### src/rtl/core/assert_macros.svh
// Assertion macros shared by the allocator RTL.
// Needs signals clk and rst_n in the scope where a macro is used.
`ifndef ASSERT_MACROS_SVH
`define ASSERT_MACROS_SVH
`ifndef SYNTHESIS
`define SADR_CHECK(lbl, cond) \
  lbl: assert property (@(posedge clk) disable iff (!rst_n) (cond)) \
    else $error("sadr check failed");
`define SADR_CHECK_NEXT(lbl, ante, cons) \
  lbl: assert property (@(posedge clk) disable iff (!rst_n) (ante) |=> (cons)) \
    else $error("sadr sequence check failed");
`else
`define SADR_CHECK(lbl, cond)
`define SADR_CHECK_NEXT(lbl, ante, cons)
`endif
`endif

### src/rtl/core/sadr_pkg.sv
// Types and codes for the slot allocator with deferred reclaim.
// No dependencies.
package sadr_pkg;

  localparam logic [1:0] ACT_LOOKUP  = 2'd0;
  localparam logic [1:0] ACT_BEGIN   = 2'd1;
  localparam logic [1:0] ACT_RELEASE = 2'd2;
  localparam logic [1:0] ACT_COMMIT  = 2'd3;

  localparam logic [1:0] KIND_ANSWER    = 2'd0;
  localparam logic [1:0] KIND_WR_ENTRY  = 2'd1;
  localparam logic [1:0] KIND_WR_ERROR  = 2'd2;
  localparam logic [1:0] KIND_DONE      = 2'd3;

  localparam logic [2:0] STAT_HIT        = 3'd0;
  localparam logic [2:0] STAT_ALLOC      = 3'd1;
  localparam logic [2:0] STAT_NULL       = 3'd2;
  localparam logic [2:0] STAT_FULL_FIRST = 3'd3;
  localparam logic [2:0] STAT_FULL       = 3'd4;
  localparam logic [2:0] STAT_COMMITTED  = 3'd5;
  localparam logic [2:0] STAT_NONE       = 3'd0;

  localparam int         CFG_IDX_W   = 2;
  localparam logic [1:0] CFG_FRAMES  = 2'd0;
  localparam logic [1:0] CFG_SLOTS   = 2'd1;
  localparam logic [2:0] RST_FRAMES  = 3'd2;
  localparam logic [6:0] RST_SLOTS   = 7'd64;

  typedef struct packed {
    logic [1:0]  action;
    logic [15:0] texture_id;
    logic [7:0]  sampler_id;
    logic [7:0]  generation;
    logic        refs_present;
    logic [1:0]  frame_number;
  } cmd_t;

  typedef struct packed {
    logic [1:0] kind;
    logic [5:0] slot;
    logic [2:0] status;
    logic       last;
  } res_t;

  typedef enum logic [3:0] {
    ST_IDLE,
    ST_LK_RD,
    ST_LK_CK,
    ST_ALLOC,
    ST_ALLOC_RD,
    ST_BF_START,
    ST_BF_RD,
    ST_BF_EM,
    ST_SWEEP,
    ST_RL_RD,
    ST_RL_CK,
    ST_FINAL
  } state_t;

endpackage

### src/rtl/core/sadr_front.sv
// Front end: accepts items into a two-entry queue for the back end.
// Depends on sadr_pkg.
module sadr_front import sadr_pkg::*; (
  input  logic clk,
  input  logic rst_n,
  input  logic in_valid,
  output logic in_stall,
  input  cmd_t in_cmd,
  output logic q_valid,
  output cmd_t q_item,
  input  logic q_pop
);

  cmd_t       mem_r [2];
  logic       wp_r, rp_r;
  logic [1:0] cnt_r;
  logic       push;

  assign in_stall = (cnt_r == 2'd2);
  assign push     = in_valid && !in_stall;
  assign q_valid  = (cnt_r != 2'd0);
  assign q_item   = mem_r[rp_r];

  always_ff @(posedge clk) begin
    if (!rst_n) begin
      wp_r  <= 1'b0;
      rp_r  <= 1'b0;
      cnt_r <= 2'd0;
    end else begin
      if (push) wp_r <= !wp_r;
      if (q_pop) rp_r <= !rp_r;
      cnt_r <= cnt_r + 2'(push) - 2'(q_pop);
    end
  end

  always_ff @(posedge clk) begin
    if (push) mem_r[wp_r] <= in_cmd;
  end

endmodule

### src/rtl/core/sadr_back.sv
// Back end: entry table walks, free stack, retired lists, result sequencing.
// Depends on sadr_pkg and assert_macros.svh.
`include "assert_macros.svh"
module sadr_back import sadr_pkg::*; #(
  parameter int CAPACITY   = 64,
  parameter int MAX_FRAMES = 4,
  localparam int SLW = $clog2(CAPACITY),
  localparam int CW  = $clog2(CAPACITY + 1),
  localparam int FW  = (MAX_FRAMES > 1) ? $clog2(MAX_FRAMES) : 1,
  localparam int FNW = $clog2(MAX_FRAMES + 1)
) (
  input  logic           clk,
  input  logic           rst_n,
  input  logic           init_i,
  input  logic [CW-1:0]  eff_slots,
  input  logic [FNW-1:0] eff_frames,
  input  logic           q_valid,
  input  cmd_t           q_item,
  output logic           q_pop,
  output logic           em_valid,
  output res_t           em,
  input  logic           em_ok
);

  localparam logic [SLW-1:0] LAST_IDX = SLW'(CAPACITY - 1);

  state_t state_r, state_nxt;
  cmd_t   cmd_r, cmd_nxt;
  res_t   pend_r, pend_nxt;
  logic [SLW-1:0] idx_r, idx_nxt;
  logic [CW-1:0]  bi_r, bi_nxt, bn_r, bn_nxt;
  logic [CW-1:0]  fc_r, fc_nxt;
  logic [FW-1:0]  cur_r, cur_nxt;
  logic           dirty_r, dirty_nxt, full_r, full_nxt;
  logic [CAPACITY-1:0] valid_r, exp_r, fs_wr_r;
  logic [CW-1:0]  rc_r [MAX_FRAMES];

  logic [31:0]    key_mem [CAPACITY];
  logic [SLW-1:0] fs_mem [CAPACITY];
  logic [SLW-1:0] rl_mem [MAX_FRAMES][CAPACITY];
  logic [31:0]    key_q;
  logic [SLW-1:0] fs_q, rl_q;
  logic           fs_wq;

  logic vclr, vset, xset, key_re, fs_re, fs_we, rl_re, rl_we, rc_inc, rc_clr;
  logic [SLW-1:0] fs_ra, alloc_slot, fs_unw;
  logic [FW-1:0]  fmod;
  logic [3:0]     rtmp;
  logic           can_retire;

  always_comb begin
    rtmp = 4'(cmd_r.frame_number);
    for (int k = 0; k < 3; k++) begin
      if (rtmp >= 4'(eff_frames)) rtmp = rtmp - 4'(eff_frames);
    end
    fmod = FW'(rtmp);
  end

  assign fs_unw     = SLW'(eff_slots - CW'(1) - fc_r);
  assign alloc_slot = fs_wq ? fs_q : fs_unw;
  assign can_retire = (rc_r[cur_r] < CW'(CAPACITY));

  always_comb begin
    state_nxt = state_r;
    cmd_nxt   = cmd_r;
    pend_nxt  = pend_r;
    idx_nxt   = idx_r;
    bi_nxt    = bi_r;
    bn_nxt    = bn_r;
    fc_nxt    = fc_r;
    cur_nxt   = cur_r;
    dirty_nxt = dirty_r;
    full_nxt  = full_r;
    q_pop = 1'b0; vclr = 1'b0; vset = 1'b0; xset = 1'b0;
    key_re = 1'b0; fs_re = 1'b0; fs_we = 1'b0; fs_ra = '0;
    rl_re = 1'b0; rl_we = 1'b0; rc_inc = 1'b0; rc_clr = 1'b0;
    em_valid = 1'b0;
    em = '0;
    case (state_r)
      ST_IDLE: begin
        if (!init_i && q_valid) begin
          q_pop   = 1'b1;
          cmd_nxt = q_item;
          idx_nxt = '0;
          case (q_item.action)
            ACT_LOOKUP: begin
              if (!q_item.refs_present) begin
                pend_nxt  = '{KIND_ANSWER, 6'd0, STAT_NULL, 1'b1};
                state_nxt = ST_FINAL;
              end else begin
                state_nxt = ST_LK_RD;
              end
            end
            ACT_BEGIN:   state_nxt = ST_BF_START;
            ACT_RELEASE: state_nxt = ST_RL_RD;
            default: begin
              pend_nxt  = '{KIND_DONE, 6'd0, dirty_r ? STAT_COMMITTED : STAT_NONE, 1'b1};
              dirty_nxt = 1'b0;
              state_nxt = ST_FINAL;
            end
          endcase
        end
      end
      ST_LK_RD: begin
        if (valid_r[idx_r]) begin
          key_re    = 1'b1;
          state_nxt = ST_LK_CK;
        end else if (idx_r == LAST_IDX) begin
          state_nxt = ST_ALLOC;
        end else begin
          idx_nxt = idx_r + SLW'(1);
        end
      end
      ST_LK_CK: begin
        if (key_q[31:8] == {cmd_r.texture_id, cmd_r.sampler_id}) begin
          if (key_q[7:0] == cmd_r.generation) begin
            pend_nxt  = '{KIND_ANSWER, 6'(idx_r), STAT_HIT, 1'b1};
            state_nxt = ST_FINAL;
          end else begin
            rl_we     = can_retire;
            rc_inc    = can_retire;
            vclr      = 1'b1;
            state_nxt = ST_ALLOC;
          end
        end else if (idx_r == LAST_IDX) begin
          state_nxt = ST_ALLOC;
        end else begin
          idx_nxt   = idx_r + SLW'(1);
          state_nxt = ST_LK_RD;
        end
      end
      ST_ALLOC: begin
        if (fc_r == '0) begin
          pend_nxt  = '{KIND_ANSWER, 6'd0, full_r ? STAT_FULL : STAT_FULL_FIRST, 1'b1};
          full_nxt  = 1'b1;
          state_nxt = ST_FINAL;
        end else begin
          fs_re     = 1'b1;
          fs_ra     = SLW'(fc_r - CW'(1));
          fc_nxt    = fc_r - CW'(1);
          state_nxt = ST_ALLOC_RD;
        end
      end
      ST_ALLOC_RD: begin
        em_valid = 1'b1;
        em       = '{KIND_WR_ENTRY, 6'(alloc_slot), STAT_NONE, 1'b0};
        if (em_ok) begin
          vset      = 1'b1;
          dirty_nxt = 1'b1;
          pend_nxt  = '{KIND_ANSWER, 6'(alloc_slot), STAT_ALLOC, 1'b1};
          state_nxt = ST_FINAL;
        end
      end
      ST_BF_START: begin
        cur_nxt   = fmod;
        bn_nxt    = (rc_r[fmod] > CW'(CAPACITY - 1)) ? CW'(CAPACITY - 1) : rc_r[fmod];
        bi_nxt    = '0;
        state_nxt = ST_BF_RD;
      end
      ST_BF_RD: begin
        if (bi_r == bn_r) begin
          rc_clr    = 1'b1;
          idx_nxt   = '0;
          state_nxt = ST_SWEEP;
        end else begin
          rl_re     = 1'b1;
          state_nxt = ST_BF_EM;
        end
      end
      ST_BF_EM: begin
        em_valid = 1'b1;
        em       = '{KIND_WR_ERROR, 6'(rl_q), STAT_NONE, 1'b0};
        if (em_ok) begin
          dirty_nxt = 1'b1;
          if (fc_r < CW'(CAPACITY)) begin
            fs_we  = 1'b1;
            fc_nxt = fc_r + CW'(1);
          end
          bi_nxt    = bi_r + CW'(1);
          state_nxt = ST_BF_RD;
        end
      end
      ST_SWEEP: begin
        if (valid_r[idx_r] && exp_r[idx_r]) begin
          rl_we  = can_retire;
          rc_inc = can_retire;
          vclr   = 1'b1;
        end
        if (idx_r == LAST_IDX) begin
          pend_nxt  = '{KIND_DONE, 6'd0, STAT_NONE, 1'b1};
          state_nxt = ST_FINAL;
        end else begin
          idx_nxt = idx_r + SLW'(1);
        end
      end
      ST_RL_RD: begin
        if (valid_r[idx_r]) begin
          key_re    = 1'b1;
          state_nxt = ST_RL_CK;
        end else if (idx_r == LAST_IDX) begin
          pend_nxt  = '{KIND_DONE, 6'd0, STAT_NONE, 1'b1};
          state_nxt = ST_FINAL;
        end else begin
          idx_nxt = idx_r + SLW'(1);
        end
      end
      ST_RL_CK: begin
        xset = (key_q[31:16] == cmd_r.texture_id) && (key_q[7:0] == cmd_r.generation);
        if (idx_r == LAST_IDX) begin
          pend_nxt  = '{KIND_DONE, 6'd0, STAT_NONE, 1'b1};
          state_nxt = ST_FINAL;
        end else begin
          idx_nxt   = idx_r + SLW'(1);
          state_nxt = ST_RL_RD;
        end
      end
      ST_FINAL: begin
        em_valid = 1'b1;
        em       = pend_r;
        if (em_ok) state_nxt = ST_IDLE;
      end
      default: state_nxt = ST_IDLE;
    endcase
  end

  always_ff @(posedge clk) begin
    if (!rst_n) state_r <= ST_IDLE;
    else        state_r <= state_nxt;
  end

  always_ff @(posedge clk) begin
    cmd_r  <= cmd_nxt;
    pend_r <= pend_nxt;
    idx_r  <= idx_nxt;
    bi_r   <= bi_nxt;
    bn_r   <= bn_nxt;
  end

  always_ff @(posedge clk) begin
    if (!rst_n) begin
      fc_r    <= CW'(CAPACITY - 1);
      cur_r   <= '0;
      dirty_r <= 1'b1;
      full_r  <= 1'b0;
      valid_r <= '0;
      exp_r   <= '0;
      fs_wr_r <= '0;
      for (int f = 0; f < MAX_FRAMES; f++) rc_r[f] <= '0;
    end else if (init_i) begin
      fc_r    <= eff_slots - CW'(1);
      cur_r   <= '0;
      dirty_r <= 1'b1;
      full_r  <= 1'b0;
      valid_r <= '0;
      exp_r   <= '0;
      fs_wr_r <= '0;
      for (int f = 0; f < MAX_FRAMES; f++) rc_r[f] <= '0;
    end else begin
      fc_r    <= fc_nxt;
      cur_r   <= cur_nxt;
      dirty_r <= dirty_nxt;
      full_r  <= full_nxt;
      if (vclr) begin
        valid_r[idx_r] <= 1'b0;
        exp_r[idx_r]   <= 1'b0;
      end
      if (vset) begin
        valid_r[alloc_slot] <= 1'b1;
        exp_r[alloc_slot]   <= 1'b0;
      end
      if (xset) exp_r[idx_r] <= 1'b1;
      if (fs_we) fs_wr_r[fc_r[SLW-1:0]] <= 1'b1;
      if (rc_clr) rc_r[cur_r] <= '0;
      else if (rc_inc) rc_r[cur_r] <= rc_r[cur_r] + CW'(1);
    end
  end

  always_ff @(posedge clk) begin
    if (vset) key_mem[alloc_slot] <= {cmd_r.texture_id, cmd_r.sampler_id, cmd_r.generation};
    if (key_re) key_q <= key_mem[idx_r];
  end

  always_ff @(posedge clk) begin
    if (fs_we) fs_mem[fc_r[SLW-1:0]] <= rl_q;
    if (fs_re) begin
      fs_q  <= fs_mem[fs_ra];
      fs_wq <= fs_wr_r[fs_ra];
    end
  end

  always_ff @(posedge clk) begin
    if (rl_we) rl_mem[cur_r][rc_r[cur_r][SLW-1:0]] <= idx_r;
    if (rl_re) rl_q <= rl_mem[cur_r][bi_r[SLW-1:0]];
  end

  `SADR_CHECK(pop_only_idle, !q_pop || (state_r == ST_IDLE && !init_i))
  `SADR_CHECK(entry_not_slot0, !(em_valid && em.kind == KIND_WR_ENTRY) || em.slot != 6'd0)
  `SADR_CHECK_NEXT(last_ends_item, em_valid && em_ok && em.last, state_r == ST_IDLE)
  `SADR_CHECK(fc_bounded, fc_r <= CW'(CAPACITY))

endmodule

### src/rtl/core/slot_allocator_deferred_reclaim_top.sv
// Top level of the slot allocator with deferred reclaim: config registers,
// output register. Depends on sadr_pkg, sadr_front, sadr_back.
//
//   channel | direction | handshake          | payload
//   in_     | input     | in_valid/in_stall  | action..frame_number
//   out_    | output    | out_valid/out_stall| result_kind, slot, status, last
//   cfg_    | input     | cfg_valid/cfg_ready| cfg_index, cfg_data
//
// Lookup walks the table one entry at a time, with an extra key-read step per valid
// entry; release walks every entry the same way. Begin frame emits each recycled
// slot, then sweeps all CAPACITY entries. Commit and null lookups skip the walks.
// The key-read step comes from the registered read port of the entry table.
// Reset and config writes clear the heap state registers in parallel; no clearing pass.
// Output stall holds the back end; the input queue takes two items meanwhile.
module slot_allocator_deferred_reclaim_top import sadr_pkg::*; #(
  parameter int CAPACITY   = 64,
  parameter int MAX_FRAMES = 4
) (
  input  logic                 clk,
  input  logic                 rst_n,
  input  logic                 in_valid,
  output logic                 in_stall,
  input  logic [1:0]           in_action,
  input  logic [15:0]          in_texture_id,
  input  logic [7:0]           in_sampler_id,
  input  logic [7:0]           in_generation,
  input  logic                 in_refs_present,
  input  logic [1:0]           in_frame_number,
  output logic                 out_valid,
  input  logic                 out_stall,
  output logic [1:0]           out_result_kind,
  output logic [5:0]           out_slot,
  output logic [2:0]           out_status,
  output logic                 out_last,
  input  logic                 cfg_valid,
  output logic                 cfg_ready,
  input  logic [CFG_IDX_W-1:0] cfg_index,
  input  logic [6:0]           cfg_data
);

  localparam int CW  = $clog2(CAPACITY + 1);
  localparam int FNW = $clog2(MAX_FRAMES + 1);

  logic [2:0]     frames_r;
  logic [6:0]     slots_r;
  logic           init_r;
  logic [CW-1:0]  eff_slots;
  logic [FNW-1:0] eff_frames;
  cmd_t           in_cmd, q_item;
  logic           q_valid, q_pop, em_valid, em_ok;
  res_t           em, res_r;
  logic           out_valid_r;

  assign cfg_ready = 1'b1;
  assign in_cmd = '{in_action, in_texture_id, in_sampler_id, in_generation,
                    in_refs_present, in_frame_number};

  always_comb begin
    if (slots_r < 7'd2)                 eff_slots = CW'(2);
    else if (slots_r > 7'(CAPACITY))    eff_slots = CW'(CAPACITY);
    else                                eff_slots = CW'(slots_r);
    if (frames_r == 3'd0)                       eff_frames = FNW'(1);
    else if ({1'b0, frames_r} > 4'(MAX_FRAMES)) eff_frames = FNW'(MAX_FRAMES);
    else                                        eff_frames = FNW'(frames_r);
  end

  always_ff @(posedge clk) begin
    if (!rst_n) begin
      frames_r <= RST_FRAMES;
      slots_r  <= RST_SLOTS;
      init_r   <= 1'b0;
    end else begin
      init_r <= 1'b0;
      if (cfg_valid && cfg_ready) begin
        case (cfg_index)
          CFG_FRAMES: begin
            frames_r <= cfg_data[2:0];
            init_r   <= 1'b1;
          end
          CFG_SLOTS: begin
            slots_r <= cfg_data;
            init_r  <= 1'b1;
          end
          default: ;
        endcase
      end
    end
  end

  sadr_front u_front (
    .clk      (clk),
    .rst_n    (rst_n),
    .in_valid (in_valid),
    .in_stall (in_stall),
    .in_cmd   (in_cmd),
    .q_valid  (q_valid),
    .q_item   (q_item),
    .q_pop    (q_pop)
  );

  sadr_back #(
    .CAPACITY   (CAPACITY),
    .MAX_FRAMES (MAX_FRAMES)
  ) u_back (
    .clk        (clk),
    .rst_n      (rst_n),
    .init_i     (init_r),
    .eff_slots  (eff_slots),
    .eff_frames (eff_frames),
    .q_valid    (q_valid),
    .q_item     (q_item),
    .q_pop      (q_pop),
    .em_valid   (em_valid),
    .em         (em),
    .em_ok      (em_ok)
  );

  assign em_ok = !out_valid_r || !out_stall;

  always_ff @(posedge clk) begin
    if (!rst_n) out_valid_r <= 1'b0;
    else if (em_ok) out_valid_r <= em_valid;
  end

  always_ff @(posedge clk) begin
    if (em_ok && em_valid) res_r <= em;
  end

  assign out_valid       = out_valid_r;
  assign out_result_kind = res_r.kind;
  assign out_slot        = res_r.slot;
  assign out_status      = res_r.status;
  assign out_last        = res_r.last;

endmodule

### config.mk
export PLATFORM = sky130hd
export DESIGN_NAME = slot_allocator_deferred_reclaim_top
export DESIGN_NICKNAME = d
export VERILOG_FILES = /design/src/rtl/core/sadr_pkg.sv /design/src/rtl/core/sadr_front.sv /design/src/rtl/core/sadr_back.sv /design/src/rtl/core/slot_allocator_deferred_reclaim_top.sv
export VERILOG_INCLUDE_DIRS = /design/src /design/src/rtl/core
export SDC_FILE = /design/constraint.sdc
export NUM_CORES = 2
export LEC_CHECK = 0
export BUFFER_PORTS_ARGS = -buffer_cell sky130_fd_sc_hd__buf_2
export CAP_MARGIN = 20
export CORE_MARGIN = 10
export CORE_UTILIZATION = 40
export CTS_BUF_LIST = sky130_fd_sc_hd__clkbuf_16
export DETAILED_ROUTE_END_ITERATION = 8
export HOLD_SLACK_MARGIN = 0.12
export SKIP_LAST_GASP = 1
export SYNTH_ARGS = -nofsm -noshare
export SYNTH_HDL_FRONTEND = slang
export SYNTH_SLANG_ARGS = --single-unit
### constraint.sdc
create_clock -name clk -period 7.85 [get_ports clk]
set_input_delay 0.3925 -clock clk [delete_from_list [all_inputs] [get_ports clk]]
set_output_delay 0.3925 -clock clk [all_outputs]
set_load 0.01 [all_outputs]
# [Yosys cells after proc, flatten, opt, wreduce, memory -nomap -nowiden]
# Memories as Yosys holds them, arrays and structs flattened. A register that Yosys moved wholly into a read port is not among the register bits.
# Index checks and enable logic that the tools add are counted.
[totals] ram_bits=4070 out_inout_bits=15 input_bits=51 regBits=308 wordCells=315 n_memories=5
[memory_table] name="u_back.key_mem" words=64 width=32 rd=1 rd_clocked_by_memory_dff=1 write_ports=1 line_no="sadr_back.sv:38" text="logic [31:0] key_mem [CAPACITY];"
[memory_table] name="u_back.rl_mem" words=4 width=384 rd=1 rd_clocked_by_memory_dff=1 write_ports=1 line_no="sadr_back.sv:40" text="logic [SLW-1:0] rl_mem [MAX_FRAMES][CAPACITY];"
[memory_table] name="u_back.fs_mem" words=64 width=6 rd=1 rd_clocked_by_memory_dff=1 write_ports=1 line_no="sadr_back.sv:39" text="logic [SLW-1:0] fs_mem [CAPACITY];"
[memory_table] name="u_front.mem_r" words=2 width=37 rd=1 rd_clocked_by_memory_dff=1 write_ports=1 line_no="sadr_front.sv:14" text="cmd_t mem_r [2];"
[memory_table] name="u_back.rc_r" words=4 width=7 rd=2 rd_clocked_by_memory_dff=1 write_ports=4 line_no="sadr_back.sv:36" text="logic [CW-1:0] rc_r [MAX_FRAMES];"
[op_classes] reduce_logical=47 n_eq_ne=39 bitwise_logic=16 muxes=145 magnitude_cmp=19 add_sub_neg=12
[op_table] operator="$mux 64" count=11
[op_table] operator="$mux 384" count=1
[op_table] operator="$and 64x64->64" count=3
[op_table] operator="$or 64x64->64" count=3
[op_table] operator="$not 64->64" count=2
[op_table] operator="$mux 12" count=8
[op_table] operator="$mux 7" count=13
[op_table] operator="$pmux 12 s6" count=1
[op_table] operator="$mux 6" count=11
[op_table] operator="$mux 4" count=15
[op_table] operator="$mux 1" count=55
[op_table] operator="$pmux 4 s12" count=1
[op_table] operator="$bmux 6 s6" count=1
[op_table] operator="$demux 6 s6" count=1
[op_table] operator="$pmux 12 s3" count=1
[op_table] operator="$pmux 6 s5" count=1
[op_table] operator="$lt 6x7->1 const B" count=4
[op_table] operator="$pmux 7 s2" count=2
[op_table] operator="$eq 24x24->1" count=1
[op_table] operator="$pmux 12 s2" count=1
[op_table] operator="$add 7x1->7 const B" count=3
[op_table] operator="$bmux 1 s6" count=3
[op_table] operator="$demux 1 s6" count=3
[op_table] operator="$ge 6x1->1 const B" count=3
[op_table] operator="57 further kinds" count=130

# [Depth between registers and ports, before layout]
[logic_depth] depth_word=17 depth_mapped=23 mapped_depth_nobuf=22

# [Modules after synthesis]
# From an unflattened synthesis, not the netlist that was laid out.
[unflattened] hier_cells=9707 hier_area_um2=170161.9
[modules_own_cells] module="sadr_back" cells_per_inst=9490 seq_area_each_um2=127452.2 area_per_inst_um2=166189.4 instances=1
[modules_own_cells] module="sadr_front" cells_per_inst=140 seq_area_each_um2=2322.2 area_per_inst_um2=3049.2 instances=1
[modules_own_cells] module="slot_allocator_deferred_reclaim_top" cells_per_inst=77 seq_area_each_um2=600.6 area_per_inst_um2=923.4 instances=1

# [Least setup slack after synthesis]
# OpenSTA, ideal clock, no wires.
[synth_path] path_kind="register to register" from="reg u_back.idx_r[2]" to="reg u_back.pend_r[10] in the netlist's numbering, enable pin" required_ns=7.470 synth_period_minus_slack_ns=6.762 path_slack_ns=1.088 path_stages_with_launch=10 n_path_buf=2 setup_time_ns=0.380 t_arrival_ns=6.382 path_cell_list="edfxtp_1 -> buf_4 -> buf_4 -> mux2_2 -> a221o_1 -> a21oi_1 -> nor4_2 -> o31a_1 -> and2_1 -> a21oi_1"
[synth_via] elab_chain_len=4
[synth_lines] item="start, declared" line_no="sadr_back.sv:30" text="logic [SLW-1:0] idx_r, idx_nxt;"
[synth_lines] item="start signal, assigned" line_no="sadr_back.sv:234" text="idx_r <= idx_nxt;"
[synth_lines] item="$bmux 1 s6" line_no="sadr_back.sv:197" text="if (valid_r[idx_r]) begin"
[synth_lines] item="$mux 1 (not written as such)" line_no="sadr_back.sv:197"
[synth_lines] item="$ne 2x2->1 (no line)"
[synth_lines] item="$reduce_and 9->1 (no line)"
[synth_lines] item="end signal, assigned" line_no="sadr_back.sv:233" text="pend_r <= pend_nxt;"
[synth_lines] item="end, declared" line_no="sadr_back.sv:29" text="res_t pend_r, pend_nxt;"
# No other way between the ends. The select of a mux whose other input is x is not followed.
# A chain may end at the register's enable or synchronous reset.

# [Worst setup path in the final report]
[layout_path] from="reg frames_r[0]" to="reg u_back.bn_r[5], read port of u_back.rc_r, data pin"
[layout_via] elab_chain_len=11 elab_cells_between_ends=15 classes_between="add/sub (3); order compare (5); mux (5); reduce/logical (1); memory (1)"
[layout_lines] item="start, declared" line_no="slot_allocator_deferred_reclaim_top.sv:44" text="logic [2:0] frames_r;"
[layout_lines] item="start signal, assigned" line_no="slot_allocator_deferred_reclaim_top.sv:77" text="frames_r <= cfg_data[2:0];"
[layout_lines] item="$gt 3x3->1" line_no="slot_allocator_deferred_reclaim_top.sv:63" text="else if ({1'b0, frames_r} > 4'(MAX_FRAMES)) eff_frames = FNW'(MAX_FRAMES);"
[layout_lines] item="$mux 3" line_no="slot_allocator_deferred_reclaim_top.sv:63"
[layout_lines] item="$mux 3 *" line_no="slot_allocator_deferred_reclaim_top.sv:62" text="if (frames_r == 3'd0) eff_frames = FNW'(1);"
[layout_lines] item="$sub 2x3->4 / $ge 2x3->1 (equally long branches)" line_no="sadr_back.sv:54" text="if (rtmp >= 4'(eff_frames)) rtmp = rtmp - 4'(eff_frames);"
[layout_lines] item="$mux 4" line_no="sadr_back.sv:54"
[layout_lines] item="$sub 4x3->4 / $ge 4x3->1 (equally long branches)" line_no="sadr_back.sv:54"
[layout_lines] item="$mux 4" line_no="sadr_back.sv:54"
[layout_lines] item="$ge 4x3->1 / $sub 2x2->2 (equally long branches)" line_no="sadr_back.sv:54"
[layout_lines] item="$mux 2 *" line_no="sadr_back.sv:54"
[layout_lines] item="$mem_v2 4x7 *"
[layout_lines] item="$gt 7x6->1" line_no="sadr_back.sv:156" text="bn_nxt = (rc_r[fmod] > CW'(CAPACITY - 1)) ? CW'(CAPACITY - 1) : rc_r[fmod];"
[layout_lines] item="end, declared" line_no="sadr_back.sv:31" text="logic [CW-1:0] bi_r, bi_nxt, bn_r, bn_nxt;"
# Every way passes the cells marked *; elsewhere a longest branch is shown, timed or not.

==> results.json <==
{
  "synthArstFlopShare_pct": 0,
  "clock_sink_count": 4417,
  "path_class": "flop to flop",
  "grt_pass1_wl_um": 707000,
  "ff2ff_path_depth": 22,
  "cp_max_fo": 14,
  "timing_hold_violations_final": 0,
  "synth_flop_cell": "edfxtp_1",
  "rsz0062_at_grt": "no",
  "holdWs_ns": 0.171,
  "grt_pass1_vias": 93300,
  "synth-edff-count": 4191,
  "start_util_pct": 40.1,
  "postPlaceCellArea_um2": 177000,
  "grt_use_met3_pct": 4.12,
  "reg2reg_to": "u_back.bn_r[5]$_SDFFCE_PN1P_",
  "viasPerCell": 6.08,
  "gp_congestion": 0.900,
  "die-area_um2": 450000,
  "drt-initial-drc-count": 13500,
  "r2r-start": "frames_r[0]$_SDFFE_PN0P_",
  "skew_ns": 0.0934,
  "ant_nets": 0,
  "cts_tree": "yes",
  "syn-num-nets": 9454,
  "grt_usage_pct": 21.3,
  "syn2layout_area_growth_pct": 13.4,
  "power_frac_seq_pct": 45.5,
  "synth.top_cells.by_area": "edfxtp_1 (74%), mux4_2 (6.9%), a22oi_1 (2.7%), dfxtp_1 (2.7%), nor2_1 (1.1%)",
  "synth-seq-cells": 4417,
  "synthesis.area_um2": 170000,
  "met2_usage_pct": 34.2,
  "seq_area_frac_synth_pct": 76.9,
  "setup_tns_ns": 0,
  "place_ws_ns": 1.52,
  "combPwrFrac_pct": 21.7,
  "drcViolationCount": 0,
  "yosysWarnings": 0,
  "syn_inst": 9374,
  "portBuffers": 64,
  "drv_cap": 0,
  "wirelength_um": 500000,
  "p_switching_mw": 19.4,
  "design.core.area_um2": 423000,
  "io_pins": 66,
  "cts-resized-gates": 0,
  "nNetsFinal": 9714,
  "clock_path_buffers": 4,
  "wl_per_cell_um": 31.9,
  "p_leak_nw": 58.8,
  "num_rows": 239,
  "root_buffer": "clkbuf_16",
  "die_h_um": 671,
  "critPathCapture": "u_back.bn_r[5]$_SDFFCE_PN1P_",
  "dr.pass1.iters": 8,
  "p_per_area_nw_per_um2": 327,
  "clk_pin_slew_ns": 0.06,
  "worstSetupStartpointType": "flop",
  "clkLatencyLatePin_ns": 1.01,
  "end_kind": "flop",
  "required_ns": 8.56,
  "dp_hpwl_um": 291000,
  "setup_viol": 0,
  "grt_max_degree": 181,
  "hp-class": "input pin to flop",
  "num_vias": 95400,
  "status": "completed",
  "drive_above_1_share_pct": 17.3,
  "grt-ovfl-total": 0,
  "relSlewSlack_pct": 7.98,
  "fmax_mhz": 153,
  "syn_avg_cell_area_um2": 18.1,
  "post-route-period-util_pct": 83.0,
  "fin_util_pct": 45.5,
  "antenna_found_initial": 26,
  "busiest_layer": "met2",
  "p_sw_share_pct": 30.8,
  "critPathLaunch": "frames_r[0]$_SDFFE_PN0P_",
  "fin_crit_ns": 6.52,
  "nFillCells": 35400,
  "cts_inserted_buffers": 439,
  "htreeDepth": 5,
  "cp.arrival_ns": 7.22,
  "p_int_mw": 43.5,
  "final_area_um2": 192000,
  "final.setup.worst_slack_ns": 1.33,
  "slew_viol_final": 0,
  "max-vdd-ir-drop_mv": 0.401,
  "reg2reg_slack_ns": 1.33,
  "tightest_slew_ns": 1.38,
  "grtUsageMet1_pct": 28.4,
  "yosys.area.top_type": "edfxtp_1",
  "synth_top_area_share_pct": 74.2,
  "clkPwrFrac_pct": 32.8,
  "die_w_um": 671,
  "ys_types": 98
}
routing by layer:
layer  routed length (um)  vias up  share of wire (%)
li1                     -    39200                  -
met3                46400     1049                9.3
met4                24800        8                5.0
met5                   60        -              0.012
met1               192000    49700                 38
met2               236000     5473                 47
layout by cell type (no fill, tap or decap), types with 36 or more instances in the layout:
cell,n
inv_2,53
xor2_1,44
a31oi_1,146
mux2_2,84
nand2_1,363
nor3_1,76
a21oi_1,243
bufinv_16,44
clkinv_1,100
clkinv_2,77
clkbuf_16,446
nor2_1,474
inv_1,139
nand4_1,65
mux4_2,522
edfxtp_1,4191
nor4_1,38
o22ai_1,63
o211ai_1,97
mux2i_1,150
nor2_4,36
o31a_1,36
dfxtp_1,222
a22o_1,149
o21a_1,80
nand3_1,97
buf_4,233
a22oi_1,611
dlygate4sd3_1,91
buf_2,68
o221ai_1,58
a221oi_1,213
o21ai_0,141
critical path: stages (launching register included):
cell and delay [ns]:
dfxtp_1 0.31, inv_1 0.05, a21oi_1 0.26, ha_1 0.27, inv_1 0.07, fa_1 0.40, ha_1 0.24, nor2_1 0.24
mux2_2 0.39, ha_1 0.24, fa_1 0.45, a21bo_2 0.21, a21oi_1 0.06, o211ai_1 0.22, mux2_2 0.41, ha_1 0.32
nand2_1 0.08, nand2_1 0.06, a21oi_1 0.48, a31o_2 0.27, and2_0 0.58, a32oi_1 0.38, a21o_1 0.26
cell usage after synthesis (15+ instances only):
cell       number
a21oi_1       243
nor2_1        503
buf_1         151
nor3_1         79
o21ai_0       142
a22o_1        149
mux2_2         84
dfxtp_1       226
inv_1          97
nand2b_1       22
ha_1           25
nor2b_1        27
nor2_4         16
o221ai_1       58
nand4_1        65
o31a_1         37
o21a_1         80
nand2_1       369
o311ai_0       16
o2111ai_1      20
xnor2_1        23
or3_1          31
and3_1         19
a31oi_1       146
xor2_1         44
edfxtp_1     4191
o22ai_1        63
clkbuf_1      376
a32oi_1        32
o31ai_1        24
mux4_2        522
buf_2          53
nor2_2         15
mux2i_1       150
a22oi_1       611
a41oi_1        25
a221oi_1      213
nor4_1         39
o211ai_1       97
nand3_1       105
and2_1         21
area by class of cell:
type | instances | area (um2) | share of cell area [%]
antenna | 19 | 47.5 | 0.0247
clock buffer | 446 | 11200 | 5.80
clock inverter | 364 | 3020 | 1.57
inverter | 100 | 377 | 0.196
multi-input combinational | 4258 | 36800 | 19.1
sequential | 4417 | 130000 | 67.8
tap | 5663 | 7090 | 3.68
timing repair buffer | 418 | 3510 | 1.83
worst min-delay path by stage:
stage / startpoint / endpoint / slack, ns / cells after the start
4_1_cts: in_frame_number[0] / u_front.mem_r[1][0]$_DFFE_PP_ / 0.14 / 2
5_1_grt: in_frame_number[0] / u_front.mem_r[0][0]$_DFFE_PP_ / 0.17 / 2
3_3_place_gp: u_back.fs_wr_r[27]$_SDFFE_PP0P_ / u_back.fs_wr_r[27]$_SDFFE_PP0P_ / 0.44 / 1
6_report: in_frame_number[0] / u_front.mem_r[0][0]$_DFFE_PP_ / 0.17 / 2
2_1_floorplan: u_back.dirty_r$_SDFFE_PP1P_ / u_back.dirty_r$_SDFFE_PP1P_ / 0.43 / 2
3_5_place_dp: u_back.fs_wr_r[59]$_SDFFE_PP0P_ / u_back.fs_wr_r[59]$_SDFFE_PP0P_ / 0.45 / 1
cells by family (layout without fill, tap and decap cells):
logic type / count (synthesis) / in the layout / synth area share (%)
XOR/XNOR: 67 / 67 / 0.346
multiplexers: 757 / 757 / 8.38
buffers and inverters: 699 / 1328 / 1.66
flip-flops: 4417 / 4417 / 76.9
AND/OR/NAND/NOR: 1355 / 1355 / 3.68
adder cells (fa/ha/maj): 29 / 29 / 0.232
AO/OA/AOI/OAI: 2048 / 2048 / 8.83
other: 2 / 21 / 0.00443
repair_timing:
| action | 4_1_cts | 5_1_grt |
|---|---|---|
| setup buffers | 0 | 0 |
| hold buffers | 91 | 0 |
| hold endpoints to repair | 103 | 0 |
through the flow:
step,total power [mW],std cells
floorplan,36.3,9374
global placement,42.3,14800
detailed placement,42.5,14800
CTS,63.0,15700
global route,64.6,15700
finish,62.9,15700
state kept, by name (all words and copies together) (netlist names), 3 cells and up, named ones only:
name	flops
frames_r	3
out_slot	6
out_status	3
slots_r	7
u_back.bi_r	7
u_back.bn_r	7
u_back.cmd_r	34
u_back.exp_r	64
u_back.fc_r	7
u_back.fs_mem	384
u_back.fs_q	6
u_back.fs_wr_r	64
u_back.idx_r	6
u_back.key_mem	2048
u_back.key_q	32
u_back.pend_r	10
u_back.rc_r	28
u_back.rl_mem	1536
u_back.rl_q	6
u_back.state_r	4
u_back.valid_r	64
u_front.mem_r	74
power by group through the flow:
| stage | Sequential [mW] | Clock (mW) | Combinational [mW] |
|---|---|---|---|
| 3_5_place_dp | 29.1 | 0 | 13.4 |
| 5_1_grt | 28.6 | 21.8 | 14.2 |
| 3_3_place_gp | 29.1 | 0 | 13.2 |
| 4_1_cts | 28.6 | 20.9 | 13.5 |
| 2_1_floorplan | 30.1 | 0 | 6.19 |
| 6_report | 28.6 | 20.7 | 13.7 |
No activity file was read; power rests on OpenSTA's default activity.
